**config.mk**
```make
export PLATFORM = sky130hd
export DESIGN_NAME = paper_tape_printer_register_block_unit
export DESIGN_NICKNAME = d
export VERILOG_FILES = /design/src/design/ptp_pkg.sv /design/src/design/ptp_core.sv /design/src/design/paper_tape_printer_register_block_unit.sv
export SDC_FILE = /design/constraint.sdc
export NUM_CORES = 1
export LEC_CHECK = 0
export ABC_AREA = 1
export BUFFER_PORTS_ARGS = -buffer_cell sky130_fd_sc_hd__clkbuf_2
export CORE_MARGIN = 3
export CORE_UTILIZATION = 48
export CTS_CLUSTER_DIAMETER = 30
export DETAILED_ROUTE_END_ITERATION = 10
export GPL_TIMING_DRIVEN = 0
export HOLD_SLACK_MARGIN = 0.05
export PLACE_DENSITY = 0.72
export SLEW_MARGIN = 0
export SYNTH_ARGS = -nofsm -noshare
export SYNTH_HDL_FRONTEND = slang
export SYNTH_SLANG_ARGS = --single-unit
```
**constraint.sdc**
```tcl
create_clock -name clk -period 3.6 [get_ports clk]
set_input_delay 0.54 -clock clk [delete_from_list [all_inputs] [get_ports clk]]
set_output_delay 0.54 -clock clk [all_outputs]
set_load 0.03 [all_outputs]
```
**src/design/ptp_pkg.sv**
```systemverilog
package ptp_pkg;

    // kinds of input beat
    typedef enum logic [1:0] {
        FUNC_READ  = 2'd0,
        FUNC_WRITE = 2'd1,
        FUNC_RESET = 2'd2,
        FUNC_TICK  = 2'd3
    } func_t;

    // register offsets, write bit stripped
    localparam logic [5:0] ADDR_LPS = 6'o14;
    localparam logic [5:0] ADDR_LPB = 6'o16;
    localparam logic [5:0] ADDR_PRS = 6'o50;
    localparam logic [5:0] ADDR_PRB = 6'o52;
    localparam logic [5:0] ADDR_PPS = 6'o54;
    localparam logic [5:0] ADDR_PPB = 6'o56;

    // status bits and masks
    localparam logic [15:0] BIT_ERR      = 16'o100000;
    localparam logic [15:0] BIT_BUSY     = 16'o004000;
    localparam logic [15:0] BIT_DONE     = 16'o000200;
    localparam logic [15:0] BIT_GO       = 16'o000001;
    localparam logic [15:0] KEEP_RO      = 16'o100200;
    localparam logic [15:0] WR_STAT      = 16'o077577;
    localparam logic [15:0] KEEP_PRS     = 16'o177676;
    localparam logic [15:0] WR_PRS       = 16'o000101;
    localparam logic [15:0] PRELOAD      = 16'o000123;
    localparam logic [15:0] CLR_BUSY_GO  = ~16'o004001;

    // one input beat
    typedef struct packed {
        func_t       func;
        logic [5:0]  reg_addr;
        logic [15:0] write_data;
        logic [7:0]  reader_byte;
        logic        reader_ok;
        logic        punch_ok;
        logic        printer_ok;
    } item_t;

    // one result beat
    typedef struct packed {
        logic [15:0] read_data;
        logic        reader_consumed;
        logic        punch_valid;
        logic [7:0]  punch_byte;
        logic        printer_valid;
        logic [7:0]  printer_byte;
    } result_t;

endpackage

```
**src/design/ptp_core.sv**
```systemverilog
module ptp_core
    import ptp_pkg::*;
(
    input  logic    clk,
    input  logic    rst_n,
    input  logic    go,
    input  item_t   item,
    output result_t result
);

    logic [15:0] rs_reg, rs_next;
    logic [15:0] rb_reg, rb_next;
    logic [15:0] ps_reg, ps_next;
    logic [15:0] pb_reg, pb_next;
    logic [15:0] ls_reg, ls_next;
    logic [15:0] lb_reg, lb_next;
    logic        pend_reg, pend_next;

    // register file state
    always_ff @(posedge clk or negedge rst_n)
    begin
        if (!rst_n)
        begin
            rs_reg   <= '0;
            rb_reg   <= '0;
            ps_reg   <= BIT_DONE;
            pb_reg   <= '0;
            ls_reg   <= BIT_DONE;
            lb_reg   <= '0;
            pend_reg <= 1'b0;
        end
        else if (go)
        begin
            rs_reg   <= rs_next;
            rb_reg   <= rb_next;
            ps_reg   <= ps_next;
            pb_reg   <= pb_next;
            ls_reg   <= ls_next;
            lb_reg   <= lb_next;
            pend_reg <= pend_next;
        end
    end

    // next state and result for the beat in the input register
    always_comb
    begin
        logic [15:0] r;
        rs_next   = rs_reg;
        rb_next   = rb_reg;
        ps_next   = ps_reg;
        pb_next   = pb_reg;
        ls_next   = ls_reg;
        lb_next   = lb_reg;
        pend_next = pend_reg;
        result    = '0;
        r         = '0;
        unique case (item.func)
            FUNC_READ:
            begin
                unique case (item.reg_addr)
                    ADDR_LPS: result.read_data = ls_reg;
                    ADDR_LPB: result.read_data = lb_reg;
                    ADDR_PRS: result.read_data = pend_reg ? BIT_BUSY : rs_reg;
                    ADDR_PRB:
                    begin
                        result.read_data = rb_reg;
                        rs_next          = rs_reg & ~BIT_DONE;
                    end
                    ADDR_PPS: result.read_data = pend_reg ? 16'h0000 : ps_reg;
                    ADDR_PPB: result.read_data = pb_reg;
                    default:  result.read_data = 16'h0000;
                endcase
            end
            FUNC_WRITE:
            begin
                unique case (item.reg_addr)
                    ADDR_LPS: ls_next = (ls_reg & KEEP_RO) | (item.write_data & WR_STAT);
                    ADDR_LPB:
                    begin
                        lb_next = item.write_data;
                        ls_next = ls_reg & ~BIT_DONE;
                    end
                    ADDR_PRS:
                    begin
                        r = (rs_reg & KEEP_PRS) | (item.write_data & WR_PRS);
                        if ((r & BIT_GO) != 16'h0000)
                        begin
                            r       = (r & ~BIT_DONE) | BIT_BUSY;
                            rb_next = PRELOAD;
                        end
                        rs_next = r;
                    end
                    ADDR_PPS: ps_next = (ps_reg & KEEP_RO) | (item.write_data & WR_STAT);
                    ADDR_PPB:
                    begin
                        pb_next = item.write_data;
                        ps_next = ps_reg & ~BIT_DONE;
                    end
                    default:  rs_next = rs_reg;
                endcase
            end
            FUNC_RESET:
            begin
                pend_next = 1'b1;
            end
            FUNC_TICK:
            begin
                if (pend_reg)
                begin
                    rs_next   = '0;
                    ps_next   = BIT_DONE;
                    ls_next   = BIT_DONE;
                    pend_next = 1'b0;
                end
                else
                begin
                    // reader fetch
                    if ((rs_reg & BIT_GO) != 16'h0000)
                    begin
                        r = (rs_reg & CLR_BUSY_GO) | BIT_DONE;
                        if (item.reader_ok)
                        begin
                            rb_next                = {rb_reg[15:8], item.reader_byte};
                            result.reader_consumed = 1'b1;
                        end
                        else
                        begin
                            r = r | BIT_ERR;
                        end
                        rs_next = r;
                    end
                    // punch output
                    if ((ps_reg & BIT_DONE) == 16'h0000)
                    begin
                        if (item.punch_ok)
                        begin
                            result.punch_valid = 1'b1;
                            result.punch_byte  = pb_reg[7:0];
                            ps_next            = ps_reg | BIT_DONE;
                        end
                        else
                        begin
                            ps_next = ps_reg | BIT_ERR | BIT_DONE;
                        end
                    end
                    // printer output
                    if ((ls_reg & BIT_DONE) == 16'h0000)
                    begin
                        if (item.printer_ok)
                        begin
                            result.printer_valid = 1'b1;
                            result.printer_byte  = lb_reg[7:0];
                            ls_next              = ls_reg | BIT_DONE;
                        end
                        else
                        begin
                            ls_next = ls_reg | BIT_ERR | BIT_DONE;
                        end
                    end
                end
            end
        endcase
    end

    // pending reset flag follows request and service beats
    a_req_sets_pend: assert property (@(posedge clk) disable iff (!rst_n)
        go && item.func == FUNC_RESET |=> pend_reg)
        else $error("reset request did not raise pending flag");

    a_tick_clears_pend: assert property (@(posedge clk) disable iff (!rst_n)
        go && item.func == FUNC_TICK && pend_reg |=> !pend_reg && ps_reg == BIT_DONE
        && ls_reg == BIT_DONE && rs_reg == 16'h0000)
        else $error("pending reset tick left wrong status");

    a_pend_tick_silent: assert property (@(posedge clk) disable iff (!rst_n)
        item.func == FUNC_TICK && pend_reg |-> !result.reader_consumed
        && !result.punch_valid && !result.printer_valid)
        else $error("pending reset tick emitted output");

endmodule

```
**src/design/paper_tape_printer_register_block_unit.sv**
```systemverilog
// a beat accepted into the input register moves through the core into the result register
// throughput: one beat per cycle; the input register and the result register
// both move when the result register is empty or being taken
// reset: rst_n is asynchronous active low; it empties both registers, clears the
// pending flag and sets punch and printer status to ready, other core registers to zero
module paper_tape_printer_register_block_unit
    import ptp_pkg::*;
(
    input  logic        clk,
    input  logic        rst_n,
    input  logic        in_valid,
    output logic        in_stall,
    input  logic [1:0]  func,
    input  logic [5:0]  reg_addr,
    input  logic [15:0] write_data,
    input  logic [7:0]  reader_byte,
    input  logic        reader_ok,
    input  logic        punch_ok,
    input  logic        printer_ok,
    output logic        out_valid,
    input  logic        out_stall,
    output logic [15:0] read_data,
    output logic        reader_consumed,
    output logic        punch_valid,
    output logic [7:0]  punch_byte,
    output logic        printer_valid,
    output logic [7:0]  printer_byte
);

    logic    in_valid_reg;
    item_t   item_reg;
    logic    out_valid_reg;
    result_t res_reg;
    result_t res_next;
    logic    move;

    // the input beat moves on when the result slot is free or draining
    assign move     = in_valid_reg && (!out_valid_reg || !out_stall);
    assign in_stall = in_valid_reg && !move;

    // input register
    always_ff @(posedge clk or negedge rst_n)
    begin
        if (!rst_n)
        begin
            in_valid_reg <= 1'b0;
            item_reg     <= '0;
        end
        else if (!in_stall)
        begin
            in_valid_reg <= in_valid;
            if (in_valid)
            begin
                item_reg <= '{func:        func_t'(func),
                              reg_addr:    reg_addr,
                              write_data:  write_data,
                              reader_byte: reader_byte,
                              reader_ok:   reader_ok,
                              punch_ok:    punch_ok,
                              printer_ok:  printer_ok};
            end
        end
    end

    ptp_core u_core (
        .clk    (clk),
        .rst_n  (rst_n),
        .go     (move),
        .item   (item_reg),
        .result (res_next)
    );

    // result register
    always_ff @(posedge clk or negedge rst_n)
    begin
        if (!rst_n)
        begin
            out_valid_reg <= 1'b0;
        end
        else if (move)
        begin
            out_valid_reg <= 1'b1;
        end
        else if (!out_stall)
        begin
            out_valid_reg <= 1'b0;
        end
    end

    always_ff @(posedge clk)
    begin
        if (move)
        begin
            res_reg <= res_next;
        end
    end

    assign out_valid       = out_valid_reg;
    assign read_data       = res_reg.read_data;
    assign reader_consumed = res_reg.reader_consumed;
    assign punch_valid     = res_reg.punch_valid;
    assign punch_byte      = res_reg.punch_byte;
    assign printer_valid   = res_reg.printer_valid;
    assign printer_byte    = res_reg.printer_byte;

    // a moved beat always lands in the result register
    a_move_fills: assert property (@(posedge clk) disable iff (!rst_n)
        move |=> out_valid_reg)
        else $error("moved beat lost");

    // an empty result slot never holds back the input side
    a_empty_no_stall: assert property (@(posedge clk) disable iff (!rst_n)
        !out_valid_reg |-> !in_stall)
        else $error("stall with empty result register");

    // tick outputs and read data are exclusive
    a_tick_no_data: assert property (@(posedge clk) disable iff (!rst_n)
        out_valid_reg && (reader_consumed || punch_valid || printer_valid)
        |-> read_data == 16'h0000)
        else $error("read data on a service beat");

endmodule

```
# Word level (Yosys, flattened, before mapping)
# Cells that the tools add are included.
dict set report totals {
  register_bits 169
}
dict set report op_classes {
  n_eq_ne 29
  bitwise 11
  n_reduce_logical 34
  mux 32
}
# operator count
set op_table {}
lappend op_table {{$mux 16} 16}
lappend op_table {{$pmux 16 s2} 5}
lappend op_table {{$pmux 16 s6} 1}
lappend op_table {{$pmux 16 s3} 1}
lappend op_table {{$logic_not 16->1} 2}
lappend op_table {{$or 16x15->16} 2}
lappend op_table {{$reduce_and 5->1} 6}
lappend op_table {{$eq 6x6->1 const B} 4}
lappend op_table {{$mux 9} 2}
lappend op_table {{$reduce_and 6->1} 3}
lappend op_table {{$mux 8} 2}
lappend op_table {{$or 16x7->16} 1}
lappend op_table {{$ne 2x2->1 const B} 7}
lappend op_table {{$eq 6x4->1 const B} 2}
lappend op_table {{$mux 12} 1}
lappend op_table {{$reduce_and 4->1} 3}
lappend op_table {{$ne 2x1->1 const B} 5}
lappend op_table {{$ne 3x1->1 const B} 3}
lappend op_table {{$ne 3x2->1 const B} 3}
lappend op_table {{$reduce_or 3->1} 3}
lappend op_table {{$not 1->1} 8}
lappend op_table {{$reduce_or 4->1} 2}
lappend op_table {{$reduce_and 7->1} 1}
lappend op_table {{$ne 3x3->1 const B} 2}
lappend op_table {{12 further kinds} 21}

# Depth between registers and ports, before layout
dict set report depth {
  ltp_word 7
  ltp_mapped 11
}

# By module
# A second synthesis with hierarchy kept.
dict set report hier_totals {
  hier_cells 887
  area_unflattened_um2 7654.8
}
# mod area_each_um2 cells_each n_inst
set by_module_without_submodules {}
lappend by_module_without_submodules {ptp_core 5042.3 691 1}
lappend by_module_without_submodules {paper_tape_printer_register_block_unit 2612.5 196 1}

# Least setup slack after synthesis
# No wires, ideal clock.
dict set report synth_timing {
  path_type {input -> register}
  startpoint {input out_stall}
  endpoint {register u_core.pb_reg[10]}
  cell_stages 7
  setup_time_ns 0.130
  setup_slack_ns 1.428
  arrival_ns 2.042
  required_time_ns 3.470
  cell_sequence {nand2_1 nand2_1 inv_1 nand3_2 clkbuf_1 nand2_1 o21ai_0}
}
dict set report synth_between {
  elab_chain_cells 4
}
# item line_no
set synth_lines {}
lappend synth_lines {{start: declaration} paper_tape_printer_register_block_unit.sv:21} ;# input logic out_stall,
lappend synth_lines {{$logic_not 1->1} --}
lappend synth_lines {{$logic_or 1x1->1} paper_tape_printer_register_block_unit.sv:38} ;# assign move = in_valid_reg && (!out_valid_reg || !out_stall);
lappend synth_lines {{$logic_and 1x1->1} paper_tape_printer_register_block_unit.sv:38}
lappend synth_lines {{via move} paper_tape_printer_register_block_unit.sv:35} ;# logic move;
lappend synth_lines {{$reduce_and 3->1 (no source line)} --}
lappend synth_lines {{end signal: assignment} ptp_core.sv:37} ;# pb_reg <= pb_next;
lappend synth_lines {{end: declaration} ptp_core.sv:14} ;# logic [15:0] pb_reg, pb_next;
# The timed path passes the listed nets, and every way through them passes these cells.
# A chain may end at the register's enable or synchronous reset.

# Worst setup path in the final report
dict set report layout_timing {
  startpoint {register item_reg[29] (netlist name)}
  endpoint {register res_reg (netlist bit read_data[8]), data pin}
}
dict set report layout_between {
  elab_chain_cells 2
}
# item line_no
set layout_lines {}
lappend layout_lines {{start: declaration} paper_tape_printer_register_block_unit.sv:31} ;# item_t item_reg;
lappend layout_lines {{start signal: assignment} paper_tape_printer_register_block_unit.sv:54} ;# item_reg <= '{func: func_t'(func),
lappend layout_lines {{$eq 6x6->1 or $eq 6x4->1 (tied branches)} ptp_core.sv:60} ;# unique case (item.reg_addr)
lappend layout_lines {{$pmux 16 s6 (*)} ptp_core.sv:60}
lappend layout_lines {{end signal: assignment} paper_tape_printer_register_block_unit.sv:94} ;# res_reg <= res_next;
lappend layout_lines {{end: declaration} paper_tape_printer_register_block_unit.sv:33} ;# result_t res_reg;
# Mark *: on every way between the ends. The rest lies on a longest branch, timed or not.

==> results.toml <==
[detailed_routing]
first_pass_iters = 5
wirelength_um = 18700
vias_per_cell = 5.19
drtIter0Drc = 486
num_vias = 5906
wire_per_inst_um = 16.4
ant_nets = 0
drc = 0

[clocking]
cts_made_buffers = 17
cts_tree = "built"
clockRootBuffer = "clkbuf_16"
cts_resized = 0
clk_pin_slew_worst_paths_ns = 0.06
cts_setup_buffers = 0
hold_buffers = 0
cts_sinks = 161
worst_skew_pair.late_latency_ns = 0.43
clockBufferDepth = 2
htreeDepth = 4

[logic_synthesis]
synth_seq_cells = 161
synth_nets = 887
synth_cell_type_count = 27
ys_top_cells_by_area = "dfrtp_1 (43%), edfxtp_1 (14%), nand2_1 (12%), nor2_1 (6.5%), inv_1 (4.6%)"
synth_area_per_cell_um2 = 8.57
netlist_area_um2 = 7270
ys_seq_area_frac = 0.579
syn_inst = 848
yosys.area.top_type_share = 0.427
ys_async_sr_fraction = 0.783
synth_area_leader_cell = "dfrtp_1"
synth_edf_count = 35
yosysWarnings = 0
synth_ff_type = "dfrtp_1"

[timing]
final_hold_viol_count = 0
fin_crit_ns = 2.19
setup_violations = 0
fin_setup_tns_ns = 0
slew_headroom = 0.433
worstMarginPinSlew_ns = 0.850
slew_violations = 0
rsz0062_at_grt = "false"
fmax_mhz = 458
period_share = 0.607
fin_skew_ns = 0.00849

[finish]
regArea_um2 = 4210
largest_reg_flops = 35
drive_gt1_frac = 0.179
final_area_um2 = 8530
num_antenna_cells = 0
fillCellCount = 1330
fin_nets = 982
multi_input_area_um2 = 2520
areaGrowthSynthToFinish_pct = 17.3

[placement]
portBuffers = 75
dpl.hpwl_um = 13700
placed_area_um2 = 7910
gp_congestion = 0.914

[die]
die-width_um = 129
initial_core_util = 0.494
die_y_um = 129
die_area_um2 = 16700
rows = 44
core_area_um2 = 14700
num_io_pins = 76

[setup_path]
crit_fanout = 10
critPathBufInv = 1
cp_data_required_time_ns = 3.77
cp_cell_sequence = "nand2_2, nor2_1, nand2_1, nand2_1, o21ai_2, buf_2, nor2_1"
slowest_delay_ns = 0.42
critical_path_class = "flop to flop"
worstPathArrival_ns = 2.36
cpLargestDelayFamily = "simple AND/OR/NAND/NOR gates"
start_kind = "flop"
crit_slowest_cell = "dfrtp_1"
end_kind = "flop"

[global_route]
track_usage = 0.234
gr-total-overflow = 0
grt_pass1_wl_um = 29700
antenna_found_initial = 0
grt_max_degree = 78
grt_pass1_vias = 5552

[pwr]
p_int_mw = 3.76
finalPower_mw = 5.47
combPwrFrac = 0.199
clockPowerShare = 0.342
leakagePower_nw = 4.22
peakVddDrop_uv = 388
power_switching_mw = 1.70
switching_share = 0.312
power_density_nw_per_um2 = 641
seqPwrFrac = 0.459

[flow_run]
cap_viol_max_count = 0

[status]
status = "complete, no violations"

[hold_path]
min-delay-path-class = "primary input to async pin"
power groups by stage:
stage / Sequential, mW / Clock [mW] / Combinational [mW]
after detailed placement: 2.53 / 0 / 1.08
after global placement: 2.52 / 0 / 1.05
after CTS: 2.50 / 1.89 / 1.09
after floorplan: 2.55 / 0 / 0.682
after global routing: 2.55 / 1.96 / 1.23
final: 2.51 / 1.87 / 1.09
cell usage in the layout, fill, tap and decap left out, types with 4 or more instances in the layout:
| master | n |
|---|---|
| a21oi_1 | 29 |
| buf_2 | 17 |
| buf_4 | 7 |
| clkbuf_1 | 10 |
| clkbuf_16 | 19 |
| clkbuf_2 | 74 |
| clkbuf_8 | 4 |
| dfrtp_1 | 124 |
| edfxtp_1 | 35 |
| inv_1 | 89 |
| inv_2 | 5 |
| mux2_2 | 11 |
| nand2_1 | 233 |
| nand3_1 | 58 |
| nand3b_1 | 4 |
| nand4_1 | 13 |
| nor2_1 | 126 |
| nor2_2 | 6 |
| nor2_4 | 5 |
| o21ai_0 | 36 |
| o21ai_1 | 26 |
metrics by stage:
step,std cells,hold slack (ns),worst slack [ns],utilization
2_1_floorplan,848,0.244,1.43,-
3_3_place_gp,1107,0.452,-0.00822,0.536
3_5_place_dp,1108,0.455,1.22,0.538
4_1_cts,1139,0.0669,1.44,0.580
5_1_grt,1139,0.0823,1.28,0.580
6_report,1139,0.0526,1.41,0.580
cells in the mapped netlist, types with 2 or more instances:
cell type,count
clkbuf_1,8
nor2_1,126
nand3b_1,4
or2_2,3
nand3_2,2
nand2_1,233
mux2_2,11
nor2_4,5
buf_2,17
nor2_2,6
o21ai_1,26
nand2_2,3
o21ai_0,36
nand4_1,13
edfxtp_1,35
dfrtp_1,124
nand3_1,58
a21oi_2,2
inv_1,90
a21oi_1,29
dfstp_2,2
inv_2,4
buf_4,7
area by class of cell:
class                           count  area share
Tap cell                          184      0.0270
Multi-Input combinational cell    559       0.296
Clock inverter                      7      0.0110
Buffer                             33      0.0210
Sequential cell                   161       0.493
Clock buffer                       24      0.0615
Timing Repair Buffer               76      0.0483
Inverter                           95      0.0418
worst paths after layout:
kind | startpoint | to | slack (ns) | cells after the start
worst max-delay path | item_reg[29]$_DFFE_PN0P_ | read_data[8]$_SDFFCE_PP0P_ | 1.41 | 7
worst min-delay path | rst_n | u_core.rs_reg[10]$_DFFE_PN0P_ | 0.05 | 1
worst max register to register | item_reg[29]$_DFFE_PN0P_ | read_data[8]$_SDFFCE_PP0P_ | 1.41 | 7
worst min register to register | u_core.rs_reg[2]$_DFFE_PN0P_ | u_core.rs_reg[2]$_DFFE_PN0P_ | 0.47 | 2
max in group asynchronous | rst_n | u_core.pb_reg[11]$_DFFE_PN0P_ | 2.84 | 2
min in group clk | reader_byte[3] | item_reg[6]$_DFFE_PN0P_ | 0.34 | 2
routing by layer:
metal / track usage / share of wire
met3: 0.0499 / 0.080
met2: 0.339 / 0.43
met1: 0.350 / 0.47
met4: 0.0815 / 0.019
met5: 0 / 0
cell families (layout without fill, tap and decap cells):
| group | count (synthesis) | count (layout) | share of synthesized area |
|---|---|---|---|
| flops | 161 | 161 | 0.579 |
| compound gates | 95 | 95 | 0.0689 |
| buf+inv | 128 | 235 | 0.0737 |
| mux | 11 | 11 | 0.0170 |
| simple gates | 453 | 453 | 0.262 |
(Power assumes the default switching activity.)
